$ cat config.mk
export PLATFORM = sky130hd
export DESIGN_NAME = smf_reduce
export DESIGN_NICKNAME = d
export VERILOG_FILES = /design/src/rtl/stream_mode_finder_macros.svh /design/src/rtl/smf_pkg.sv /design/src/rtl/smf_reduce.sv
export SDC_FILE = /design/constraint.sdc
export NUM_CORES = 1
export LEC_CHECK = 0
export BUFFER_PORTS_ARGS = -buffer_cell sky130_fd_sc_hd__buf_2
export CAP_MARGIN = 30
export CELL_PAD_IN_SITES_DETAIL_PLACEMENT = 0
export CELL_PAD_IN_SITES_GLOBAL_PLACEMENT = 1
export CORE_MARGIN = 8
export CORE_UTILIZATION = 38
export CTS_CLUSTER_SIZE = 25
export DETAILED_ROUTE_END_ITERATION = 7
export GPL_ROUTABILITY_DRIVEN = 0
export PLACE_DENSITY_LB_ADDON = 0.05
export SYNTH_ARGS = -nofsm -noshare
export SYNTH_HDL_FRONTEND = slang
export SYNTH_SLANG_ARGS = --single-unit
$ cat constraint.sdc
create_clock -name clk -period 3.25 [get_ports clk]
set_clock_uncertainty 0.2 [all_clocks]
set_input_delay 0.325 -clock clk [delete_from_list [all_inputs] [get_ports clk]]
set_output_delay 0.325 -clock clk [all_outputs]
set_load 0.01 [all_outputs]
$ cat src/rtl/stream_mode_finder_macros.svh
// Assertion macros for the stream mode finder.
// Included by the RTL files that carry concurrent assertions; needs clk and rst_n in scope.
`ifndef STREAM_MODE_FINDER_MACROS_SVH
`define STREAM_MODE_FINDER_MACROS_SVH

// Same-cycle implication, sampled on the rising clock edge, off during reset.
`define SMF_ASSERT_NOW(label, ante, cons, msg) \
  label: assert property (@(posedge clk) disable iff (!rst_n) (ante) |-> (cons)) \
    else $error(msg);

// Next-cycle implication, sampled on the rising clock edge, off during reset.
`define SMF_ASSERT_NEXT(label, ante, cons, msg) \
  label: assert property (@(posedge clk) disable iff (!rst_n) (ante) |=> (cons)) \
    else $error(msg);

`endif

$ cat src/rtl/smf_pkg.sv
// Shared constants and types of the stream mode finder.
// No dependencies; used by smf_cell, smf_reduce and stream_mode_finder.
package smf_pkg;

  localparam int VALUE_W       = 32;
  localparam int TOP_COUNT_W   = 7;
  localparam int DEF_MAX_ITEMS = 64;

  // Per-cycle commands broadcast to every cell of the chain.
  typedef struct packed {
    logic take;   // a value is offered for matching or allocation
    logic shift;  // every cell loads its upper neighbor's contents
  } smf_ctrl_t;

endpackage

$ cat src/rtl/smf_reduce.sv
// Running best-entry tracker at the head of the chain: highest count, smallest value on a tie.
// Depends on smf_pkg.
module smf_reduce #(
  parameter int CNT_W = 7
) (
  input  logic                                clk,
  input  logic                                clear,
  input  logic                                step,
  input  logic signed [smf_pkg::VALUE_W-1:0]  head_value,
  input  logic [CNT_W-1:0]                    head_count,
  output logic signed [smf_pkg::VALUE_W-1:0]  best_value,
  output logic [CNT_W-1:0]                    best_count
);
  import smf_pkg::*;

  logic signed [VALUE_W-1:0]  best_value_r, best_value_nxt;
  logic [CNT_W-1:0]           best_count_r, best_count_nxt;
  logic                       better;

  assign better = (head_count > best_count_r) ||
                  ((head_count == best_count_r) && (head_value < best_value_r));

  always_comb begin
    best_value_nxt = best_value_r;
    best_count_nxt = best_count_r;
    if (clear) begin
      best_value_nxt = '0;
      best_count_nxt = '0;
    end else if (step && better) begin
      best_value_nxt = head_value;
      best_count_nxt = head_count;
    end
  end

  always_ff @(posedge clk) begin
    best_value_r <= best_value_nxt;
    best_count_r <= best_count_nxt;
  end

  assign best_value = best_value_r;
  assign best_count = best_count_r;

endmodule
==> out/metrics.cfg <==
[synthesis]
synth_enable_flop_cells=0
avgSynthCellArea_um2=8.75
synthDistinctLibCells=29
synth_nets=389
syn_area_mm2=0.00270
synthSimpleGateAreaFrac_pct=24.1
synthAdderAreaFrac_pct=17.6
synth_compound_area_share_pct=6.76
synth_warnings=0
synth_top_family_by_area=simple AND/OR/NAND/NOR gates
async_reset_ff_share_pct=0
ys.flop_type=dfxtp_1
yosysSeqAreaShare_pct=28.9
synthMuxAreaShare_pct=14.4
synth_xor_area_share_pct=0.324
synthCells=309
ys_ff_latch=39

[clocking]
cts_made_buffers=5
cts.clk_slew.worst_paths_ns=0.08
hold_buffers=0
clock-sinks=39
clk_latency_ns=0.29
cts.repair.resized=0
htree_levels=2
clk_path_buf_depth=2
clockRootBuffer=clkbuf_8
post_cts_buffers=0
cts_tree=done

[setup_path]
path_max_fanout=15
critPathRequiredTime_ns=3.27
cp.arrival_ns=2.68
path_class=flip-flop to flip-flop
endpoint_kind=flip-flop
r2r_cells=9
crit_path_start_kind=flip-flop

[floorplan]
num_rows=30
initial_core_util_pct=39.6
die_h_um=100
core_region_area_mm2=0.00683
die_w_um=100
io_pins=81
die-area_mm2=0.0101

[layout]
area_growth_pct=20.9
layout_common_cells=buf_2, nand2b_1, mux2i_1, dfxtp_1
antenna_cells=0
layout_commonest_cell=buf_2
nets=465
drive_gt1_share_pct=23.6
post-route-util_pct=47.8

[timing]
tightest_slew_ns=0.952
slew_viol_final=0
max_freq_mhz=376
final-hold-violation-count=0
maxSlewHeadroom_pct=36.5
finalCritPeriodShare_pct=81.8
finalSetupViolCount=0
setup_tns_ns=0
rsz0062_at_grt=no
finalCriticalPeriod_ns=2.66

[hold_path]
whs_path_depth=3
hold_class=input pin to flip-flop

[routing]
wire_per_inst_um=12.6
route.detailed.drc=0
wl_mm=6.05
routed_via_density=4.54
first_pass_iters=4
ant_nets=0
dr_total_vias=2185
drtIter0Drc=50

[global_route]
grt_max_degree=79
grtUsageMet1_pct=15.1
grtUsageMet3_pct=4.29
grt.met2_usage_pct=20.2
grt_util_all_layers_pct=12.4
busiest_layer=met2
grt_pass1_vias=2198
antenna_found_initial=0
grt_pass1_wl_mm=10.3
overflow=0

[power]
power_density_mw_per_mm2=381
peakVddDrop_uv=149
cellLeakagePower_nw=1.48
p_total_w=0.00125

[placed_design]
post-dp-hpwl_mm=4.70
portBuffers=80

[run_status]
status=completed

[run]
drv_cap=0

-- cell type report --
type,count,area [um^2]
Timing Repair Buffer,82,428
Clock inverter,1,5.00
Multi-Input combinational cell,219,1710
Inverter,38,143
Fill cell,716,3560
Clock buffer,6,82.6
Tap cell,96,120
Sequential cell,39,781
-- final timing paths --
path / startpoint / endpoint / slack (ns)
max: best_value[31] / best_value[13] / 0.59
min: head_count[4] / best_count[4] / 0.10
max reg2reg: best_value[31] / best_value[13] / 0.59
min reg2reg: best_count[3] / best_count[3] / 0.29
-- stage by stage --
stage / worst slack (ns) / hold WS, ns / area [um^2] / std cells
floorplan: 0.641 / 0.280 / 2700 / 309
global placement: 0.489 / 0.270 / 3180 / 474
detailed placement: 0.516 / 0.275 / 3180 / 474
CTS: 0.544 / 0.0924 / 3270 / 481
global route: 0.356 / 0.102 / 3270 / 481
finish: 0.590 / 0.103 / 3270 / 481
-- metal layers --
layer,part of all wire [%],vias up
li1,-,1172
met5,0,-
met2,46,49
met3,7.3,5
met4,0.73,0
met1,46,959
-- where the power goes --
part	switching (W)	total, W	internal, W
Sequential	0.0000295	0.000547	0.000518
Clock	0.000173	0.000340	0.000167
Combinational	0.000183	0.000358	0.000175
Total	0.000385	0.00125	0.000860
-- cells in the mapped netlist, drive strengths merged (6+ instances only) --
| cell | n | area, um^2 |
|---|---|---|
| a21oi | 13 | 65.1 |
| clkbuf | 9 | 33.8 |
| dfxtp | 39 | 781 |
| ha | 38 | 475 |
| inv | 38 | 143 |
| mux2i | 39 | 390 |
| nand2 | 8 | 30.0 |
| nand2b | 78 | 488 |
| nand4 | 6 | 37.5 |
| nor2 | 7 | 26.3 |
| o21ai | 8 | 40.0 |
-- critical path, cell delays in order, from the launching register on --
cell	delay, ns
dfxtp_1	0.35
inv_1	0.05
ha_1	0.35
nand4_1	0.16
nor4_1	0.44
a211oi_2	0.14
xnor2_1	0.15
o211a_2	0.23
buf_4	0.29
mux2i_1	0.23
-- registers in the layout, summed over array words and instances, names as in the netlist --
name,flops
best_count,7
best_value,32
-- cell families (layout without fill, tap and decap cells) --
| group | Yosys count | after routing |
|---|---|---|
| AND/OR/NAND/NOR | 111 | 111 |
| adder cells (fa/ha/maj) | 38 | 38 |
| multiplexers | 39 | 39 |
| flip-flops | 39 | 39 |
| buffers and inverters | 51 | 127 |
| AO/OA/AOI/OAI | 30 | 30 |
| XOR/XNOR | 1 | 1 |
(Power assumes the default switching activity.)
