===== config.mk =====
export PLATFORM = sky130hd
export DESIGN_NAME = smf_cell
export DESIGN_NICKNAME = d
export VERILOG_FILES = /design/src/rtl/stream_mode_finder_macros.svh /design/src/rtl/smf_pkg.sv /design/src/rtl/smf_cell.sv
export SDC_FILE = /design/constraint.sdc
export NUM_CORES = 1
export LEC_CHECK = 0
export BUFFER_PORTS_ARGS = -buffer_cell sky130_fd_sc_hd__buf_2
export CORE_ASPECT_RATIO = 1.2
export CORE_UTILIZATION = 35
export CTS_CLUSTER_SIZE = 16
export DETAILED_ROUTE_END_ITERATION = 7
export PLACE_DENSITY_LB_ADDON = 0.25
export SYNTH_ARGS = -nofsm -noshare
export SYNTH_HDL_FRONTEND = slang
export SYNTH_SLANG_ARGS = --single-unit

===== constraint.sdc =====
create_clock -name clk -period 7.3 [get_ports clk]
set_input_delay 1.46 -clock clk [delete_from_list [all_inputs] [get_ports clk]]
set_output_delay 1.46 -clock clk [all_outputs]
set_load 0.02 [all_outputs]

===== src/rtl/stream_mode_finder_macros.svh =====
// Assertion macros for the stream mode finder.
// Included by the RTL files that carry concurrent assertions; needs clk and rst_n in scope.
`ifndef STREAM_MODE_FINDER_MACROS_SVH
`define STREAM_MODE_FINDER_MACROS_SVH

// Same-cycle implication, sampled on the rising clock edge, off during reset.
`define SMF_ASSERT_NOW(label, ante, cons, msg) \
  label: assert property (@(posedge clk) disable iff (!rst_n) (ante) |-> (cons)) \
    else $error(msg);

// Next-cycle implication, sampled on the rising clock edge, off during reset.
`define SMF_ASSERT_NEXT(label, ante, cons, msg) \
  label: assert property (@(posedge clk) disable iff (!rst_n) (ante) |=> (cons)) \
    else $error(msg);

`endif


===== src/rtl/smf_pkg.sv =====
// Shared constants and types of the stream mode finder.
// No dependencies; used by smf_cell, smf_reduce and stream_mode_finder.
package smf_pkg;

  localparam int VALUE_W       = 32;
  localparam int TOP_COUNT_W   = 7;
  localparam int DEF_MAX_ITEMS = 64;

  // Per-cycle commands broadcast to every cell of the chain.
  typedef struct packed {
    logic take;   // a value is offered for matching or allocation
    logic shift;  // every cell loads its upper neighbor's contents
  } smf_ctrl_t;

endpackage


===== src/rtl/smf_cell.sv =====
// One cell of the value table: a distinct value, its occurrence count and a valid bit.
// Depends on smf_pkg.
module smf_cell #(
  parameter int CNT_W = 7
) (
  input  logic                                clk,
  input  logic                                rst_n,
  input  smf_pkg::smf_ctrl_t                  ctrl,
  input  logic signed [smf_pkg::VALUE_W-1:0]  in_value,
  input  logic                                hit_any,
  input  logic                                prev_valid,
  input  logic                                nb_valid,
  input  logic signed [smf_pkg::VALUE_W-1:0]  nb_value,
  input  logic [CNT_W-1:0]                    nb_count,
  output logic                                valid,
  output logic signed [smf_pkg::VALUE_W-1:0]  value,
  output logic [CNT_W-1:0]                    count,
  output logic                                hit
);
  import smf_pkg::*;

  logic                       valid_r, valid_nxt;
  logic signed [VALUE_W-1:0]  value_r, value_nxt;
  logic [CNT_W-1:0]           count_r, count_nxt;
  logic                       alloc;

  assign hit   = valid_r && (value_r == in_value);
  // Cells fill from the head, so the first empty cell takes a value nobody matched.
  assign alloc = !valid_r && prev_valid && !hit_any;

  always_comb begin
    valid_nxt = valid_r;
    value_nxt = value_r;
    count_nxt = count_r;
    if (ctrl.shift) begin
      valid_nxt = nb_valid;
      value_nxt = nb_value;
      count_nxt = nb_count;
    end else if (ctrl.take) begin
      if (hit) begin
        count_nxt = count_r + CNT_W'(1);
      end else if (alloc) begin
        valid_nxt = 1'b1;
        value_nxt = in_value;
        count_nxt = CNT_W'(1);
      end
    end
  end

  always_ff @(posedge clk) begin
    if (!rst_n) begin
      valid_r <= 1'b0;
    end else begin
      valid_r <= valid_nxt;
    end
  end

  always_ff @(posedge clk) begin
    value_r <= value_nxt;
    count_r <= count_nxt;
  end

  assign valid = valid_r;
  assign value = value_r;
  assign count = count_r;

endmodule


==> impl_metrics.yaml, run 1 <==
status:
  outcome: "complete, no violations"
place:
  place_congestion: 0.698
  hpwl_um: 3890
  dpl_cell_area_um2: 2900
  io_buffers: 118
clock_tree:
  ctsHtreeMaxLevel: 2
  clk_path_buf_depth: 2
  post-cts-setup-buffer-count: 0
  clk_pin_slew_ns: 0.07
  cts_buffers: 5
  cts_num_sinks: 40
  cts-root-buf: "clkbuf_8"
  clk_latency_ns: 0.29
  cts_tree: "built"
  cts-resized-gates: 0
  cts_hold_buf: 0
drt:
  drt-total-wl_um: 5090
  post-route-drc-count: 0
  drtAntennaViolNets: 0
  routed_via_density: 4.73
  dr_total_vias: 1778
  first_pass_iters: 4
  drt-initial-drc-count: 61
  wl_per_cell_um: 13.5
sta:
  fin_crit_sh_pct: 55.5
  relSlewSlack_pct: 58.9
  min_period_ns: 4.05
  hold_viol: 0
  setup_viol: 0
  rsz0062_at_grt: "false"
  tightest_slew_ns: 0.616
  fmax_mhz: 247
  skew_ns: 0.00658
  setup_tns_ns: 0
  slew_violations: 0
yosys:
  syn_area_um2: 2200
  async_reset_ff_share_pct: 0
  synth_common_cells: "edfxtp_1 (39), mux2_2 (30), xnor2_1 (26)"
  yosys_register_bits: 40
  synth_area_leaders: "edfxtp_1 (53%), mux2_2 (15%), xnor2_1 (10%), o31ai_1 (2.0%), inv_1 (1.9%)"
  synth_edf_count: 39
  ys_warn_count: 0
  synthDistinctLibCells: 30
  syn_avg_cell_area_um2: 12.9
  syn_inst: 171
  yosysSeqAreaShare_pct: 54.2
  synth_top_area_share_pct: 53.2
  ys.flop_type: "edfxtp_1"
  synth_most_common_cell: "edfxtp_1"
  synth_area_leader_cell: "edfxtp_1"
  syn-num-nets: 250
floorplanning:
  dieArea_um2: 6610
  start_util_pct: 36.4
  core_area_um2: 6050
  ios: 119
  die_h_um: 88.8
  die_w_um: 74.4
  num_rows: 31
final_layout:
  antenna_cells: 0
  fin_util_pct: 49.2
  fin_area_um2: 2980
  nets: 372
  area_growth_pct: 35.4
  drive_gt1_share_pct: 54.8
worst_setup_path:
  end_kind: "primary output"
  path_max_fanout: 3
  startpoint_type: "input port"
  critPathKind: "in2out"
  cp.required_ns: 5.84
  r2r.worst_path.cells: 5
  arrival_ns: 2.59
grt:
  grtUsageTotal_pct: 15.5
  met1_usage_pct: 19.3
  gr-max-usage-layer: "met2"
  met2_usage_pct: 25.9
  grt_pass1_vias: 1686
  grt_pass1_wl_um: 7620
  met3_usage_pct: 3.64
  grt-ovfl-total: 0
  grt_max_degree: 50
  antenna_found_initial: 0
min_path:
  min_path_cells: 1
  worstHoldPathType: "reg2reg"
pwr:
  ir_drop_v: 0.000119
  leakagePower_nw: 1.26
  powerDensity_nw_per_um2: 183
  total_power_w: 0.000545
flow_run:
  drv_cap: 0
cell families after synthesis:
logic type	after synthesis	share of synthesized area [%]
mux	30	15.4
xor+xnor	29	11.5
buf+inv	16	2.73
simple gates	37	9.16
fa+ha+maj	1	0.569
flops	40	54.2
compound gates	18	6.48
cell type report:
class,instances,area [µm²]
fill,586,3070
clock buffer,5,68.8
tap,82,103
timing repair buffer,120,606
inverter,11,41.3
clock inverter,3,13.8
multi-input combinational,115,956
sequential,40,1190
state kept, by name (all words and copies together) (netlist names):
signal,count
value,32
valid,1
count,7
per-stage QoR:
step / cells / setup WS, ns / hold slack [ns]
after floorplan: 171 / 1.37 / 0.662
after global placement: 368 / 3.23 / 0.647
after detailed placement: 368 / 3.24 / 0.651
after CTS: 376 / 3.23 / 0.673
after global routing: 376 / 3.16 / 0.701
final: 376 / 3.25 / 0.672
cells in the final DEF (no fill, tap or decap), types with 3 or more instances in the layout:
cell type and instances:
buf_2 118, clkbuf_8 5, edfxtp_1 39, inv_1 11
mux2_2 30, nand2_1 10, nand2b_1 3, nand3_1 3
nand4_1 6, nor2_1 4, nor2b_1 5, nor3_1 3
o31ai_1 6, xnor2_1 26, xor2_1 3
path summary, 6_finish.rpt:
kind	from	to	slack, ns
max	in_value[14]	hit	3.25
min	valid	valid	0.67
max reg2reg	value[14]	count[2]	4.83
min reg2reg	valid	valid	0.67
worst max-delay path: stages:
cell	delay, ns
buf_2	0.10
nor2b_1	0.05
a2111o_1	0.41
nor3_1	0.19
nand4_1	0.10
nor2b_1	0.11
buf_2	0.18
report_power, final:
part / total [W] / internal, W / switching (W)
combinational: 0.000119 / 0.0000566 / 0.0000626
sequential: 0.000287 / 0.000274 / 0.0000126
clock: 0.000139 / 0.0000649 / 0.0000739
total: 0.000545 / 0.000396 / 0.000149
metal layers:
layer / part of all wire (%) / vias to the layer above
li1: - / 877
met1: 44 / 829
met2: 49 / 67
met3: 6.0 / 5
met4: 0.96 / 0
met5: 0 / -
Note: power is estimated with default switching activity, not from simulation.
==> run 2: changes to the inputs <==
==> constraint.sdc (replaced) <==
create_clock -name clk -period 3.9 [get_ports clk]
set_input_delay 0.78 -clock clk [delete_from_list [all_inputs] [get_ports clk]]
set_output_delay 0.78 -clock clk [all_outputs]
set_load 0.02 [all_outputs]
==> run 2 against run 1 <==
Critical path depth shrank 1; cell count unchanged; combinational power is 88% higher; die area unchanged; critical path type unchanged; total power rose by 92%; register-to-register slack got worse by 3.4 ns.
==> impl_metrics.yaml, run 2 (synthesis results as in run 1) <==
clock_tree:
  ctsHtreeMaxLevel: 2
  cts-resized-gates: 0
  clk_latency_ns: 0.29
  clk_pin_slew_ns: 0.07
  cts_tree: "built"
  cts-root-buf: "clkbuf_8"
  cts_num_sinks: 40
  cts_hold_buf: 0
  clk_path_buf_depth: 2
  cts_buffers: 5
  post-cts-setup-buffer-count: 0
sta:
  fmax_mhz: 366
  min_period_ns: 2.73
  relSlewSlack_pct: 59.6
  setup_viol: 0
  setup_tns_ns: 0
  tightest_slew_ns: 0.605
  fin_crit_sh_pct: 70.1
  hold_viol: 0
  skew_ns: 0.00300
  slew_violations: 0
  rsz0062_at_grt: "false"
grt:
  grt_pass1_wl_um: 7840
  grt_pass1_vias: 1770
  grt_max_degree: 34
  grt-ovfl-total: 0
  grtUsageTotal_pct: 16.0
  antenna_found_initial: 0
place:
  io_buffers: 118
  dpl_cell_area_um2: 2910
  place_congestion: 0.731
  hpwl_um: 3960
flow_run:
  drv_cap: 0
floorplanning:
  die_h_um: 88.8
  ios: 119
  die_w_um: 74.4
  core_area_um2: 6050
  dieArea_um2: 6610
  num_rows: 31
  start_util_pct: 36.4
drt:
  drt-initial-drc-count: 51
  wl_per_cell_um: 13.6
  first_pass_iters: 4
  post-route-drc-count: 0
  routed_via_density: 4.76
  drtAntennaViolNets: 0
  drt-total-wl_um: 5110
  dr_total_vias: 1791
worst_setup_path:
  r2r_start: "value[14]"
  path_max_fanout: 2
  startpoint_type: "input port"
  cp.required_ns: 3.12
  r2r_end: "count[1]"
  rrSetupSlack_ns: 1.45
  critPathKind: "in2out"
  arrival_ns: 1.95
  r2r.worst_path.cells: 5
  end_kind: "primary output"
final_layout:
  largest_reg_flops: 32
  fin_util_pct: 49.5
  area_growth_pct: 36.3
  final_common_cell: "buf_2"
  drive_gt1_share_pct: 54.4
  layout_common_cells: "buf_2 (118), edfxtp_1 (39), mux2_2 (30)"
  fin_area_um2: 3000
  regArea_um2: 1190
  nets: 372
  antenna_cells: 0
  n_fill_cell: 569
  multi_input_area_um2: 967
min_path:
  worstHoldPathType: "reg2reg"
  min_path_cells: 1
  min_to: "valid"
  min_from: "valid"
pwr:
  total_power_w: 0.00104
  leakagePower_nw: 1.27
  ir_drop_v: 0.000195
  powerDensity_nw_per_um2: 348
status:
  outcome: "complete, no violations"
run 2: cell count changes in the layout (fill, tap and decap cells not counted), sizes merged:
cell	delta
clkbuf	+3
clkinv	-3
run 2: through the flow:
| step | worst slack (ns) | instances | hold slack [ns] |
|---|---|---|---|
| finish | 1.17 | 376 | 0.678 |
| global route | 1.00 | 376 | 0.697 |
| CTS | 1.12 | 376 | 0.693 |
| detailed placement | 0.992 | 368 | 0.683 |
| global placement | 1.09 | 368 | 0.677 |
| floorplan | 0.266 | 171 | 0.673 |
run 2: how the worst max path moves through the flow:
stage | from | endpoint | slack, ns | depth (start not counted)
2_1_floorplan | prev_valid | count[0] | 0.27 | 3
3_5_place_dp | in_value[19] | count[6] | 0.99 | 6
4_1_cts | in_value[19] | hit | 1.12 | 6
6_report | in_value[19] | hit | 1.17 | 6
5_1_grt | in_value[14] | hit | 1.00 | 7
3_3_place_gp | in_value[16] | count[4] | 1.09 | 6
run 2: area by class of cell:
cell class / count / share of cell area (%)
Sequential cell: 40 / 39.7
Timing Repair Buffer: 120 / 20.2
Multi-Input combinational cell: 115 / 32.3
Clock buffer: 8 / 3.01
Inverter: 11 / 1.38
Tap cell: 82 / 3.42
run 2: worst max-delay path: stages:
cell	delay, ns
buf_2	0.11
xnor2_1	0.16
nand3_1	0.12
nor3_1	0.41
nor2b_1	0.20
buf_2	0.18
run 2: per-layer routing:
metal  vias to the layer above  global-route usage (%)  wire length [µm]
li1                        877                       -                 -
met4                         0                    6.52                94
met1                       826                    18.9              2170
met5                         -                       0                 0
met2                        80                    26.9              2470
met3                         8                    5.01               371
run 2: power by group:
part / leakage, nW / switching [W] / internal [W]
registers: 0.396 / 0.0000235 / 0.000513
clock network: 0.0455 / 0.000138 / 0.000144
logic: 0.825 / 0.000118 / 0.000106
total: 1.27 / 0.000280 / 0.000764
==> run 3: changes to the inputs <==
==> constraint.sdc (replaced) <==
create_clock -name clk -period 2.45 [get_ports clk]
set_input_delay 0.49 -clock clk [delete_from_list [all_inputs] [get_ports clk]]
set_output_delay 0.49 -clock clk [all_outputs]
set_load 0.02 [all_outputs]
==> run 3 against run 2 <==
Flip-flop and latch count unchanged; non-clock buffer count up 2; via count down 1.7%; hold slack worse by 0.21 ns; clock power up 46%; final area up 0.38%.
==> impl_metrics.yaml, run 3 (synthesis results as in run 1) <==
pwr:
  leakagePower_nw: 1.28
  powerDensity_nw_per_um2: 541
  ir_drop_v: 0.000266
place:
  place_congestion: 0.730
  place_inst: 370
  hpwl_um: 4100
  dpl_cell_area_um2: 2930
  io_buffers: 118
worst_setup_path:
  cp.required_ns: 1.96
  worstPathCellList: "nor2b_1, a2111o_1, nor3_1, nand4_1, nor2b_1, buf_2"
  worst-path-buf-inv: 1
  startpoint_type: "flop"
  end_kind: "primary output"
  critPathKind: "reg2out"
  critPathMostFrequentCell: "nor2b_1"
  rrSetupSlack_ns: 0.34
  path_max_fanout: 3
  cp_slowest_cell: "a2111o_1"
  arrival_ns: 1.82
  critPathTopFamily: "simple AND/OR/NAND/NOR gates"
  cp_slowest_stage_delay_ns: 0.42
grt:
  grt_max_degree: 49
  grt-ovfl-total: 0
  grtUsageTotal_pct: 16.3
  grt_pass1_wl_um: 7970
  antenna_found_initial: 0
  grt_pass1_vias: 1724
floorplanning:
  start_util_pct: 36.4
  ios: 119
  dieArea_um2: 6610
  core_area_um2: 6050
  die_h_um: 88.8
  die_w_um: 74.4
  num_rows: 31
clock_tree:
  clk_path_buf_depth: 2
  clk_pin_slew_ns: 0.07
  ctsHtreeMaxLevel: 2
  post-cts-setup-buffer-count: 0
  cts_num_sinks: 40
  cts_buffers: 5
  clk_latency_ns: 0.29
  cts-root-buf: "clkbuf_8"
  cts_tree: "built"
  cts-resized-gates: 0
  cts_hold_buf: 0
sta:
  fmax_mhz: 433
  hold_viol: 0
  fin_crit_sh_pct: 94.4
  slew_violations: 0
  relSlewSlack_pct: 33.5
  setup_tns_ns: 0
  setup_viol: 0
  skew_ns: 0.0118
  min_period_ns: 2.31
  tightest_slew_ns: 0.995
  rsz0062_at_grt: "false"
drt:
  post-route-drc-count: 0
  wl_per_cell_um: 13.8
  dr_total_vias: 1761
  drt-total-wl_um: 5200
  drt-initial-drc-count: 54
  routed_via_density: 4.66
  drtAntennaViolNets: 0
  first_pass_iters: 4
final_layout:
  area_growth_pct: 36.8
  drive_gt1_share_pct: 55.7
  nets: 374
  layout_common_cells: "buf_2 (118), edfxtp_1 (39), mux2_2 (30)"
  final_cells: 378
  n_fill_cell: 588
  fin_area_um2: 3010
  largest_reg_flops: 32
  antenna_cells: 0
  final_common_cell: "buf_2"
flow_run:
  drv_cap: 0
status:
  outcome: "complete, no violations"
min_path:
  worstHoldPathType: "in2reg"
[run 3: where the power goes]
part	internal (W)	total (W)	switching [W]	leakage [nW]
clock network	0.000193	0.000414	0.000221	0.0453
registers	0.000817	0.000853	0.0000360	0.396
logic	0.000172	0.000362	0.000190	0.836
total	0.00118	0.00163	0.000447	1.28
[run 3: path summary, 6_finish.rpt]
kind	start	end	cells past startpoint
max	value[14]	hit	6
min	rst_n	valid	2
max reg2reg	value[14]	count[2]	5
min reg2reg	count[6]	count[6]	2
[run 3: stage by stage]
step,hold WS [ns],power [W],util [%],setup WS [ns]
after floorplan,0.637,0.00108,-,-0.0381
after global placement,0.709,0.00123,48.4,0.158
after detailed placement,0.704,0.00123,48.4,0.156
after CTS,0.452,0.00165,49.7,0.104
after global routing,0.442,0.00171,49.7,0.00989
final,0.469,0.00163,49.7,0.138
[run 3: final cells by class]
cell class | count | area, µm² | area share (%)
repair buffers | 122 | 621 | 20.6
inverters | 11 | 41.3 | 1.37
flip-flops and latches | 40 | 1190 | 39.6
clock buffers | 5 | 68.8 | 2.29
well taps | 82 | 103 | 3.41
multi-input cells | 115 | 971 | 32.3
clock inverters | 3 | 13.8 | 0.457
[run 3: metal layers]
| metal | part of all wire, % | track usage (%) | wire length (µm) |
|---|---|---|---|
| met3 | 6.1 | 4.33 | 315 |
| met5 | 0 | 0 | 0 |
| met2 | 50 | 28.1 | 2600 |
| met1 | 43 | 19.9 | 2250 |
| met4 | 0.77 | 4.63 | 40 |
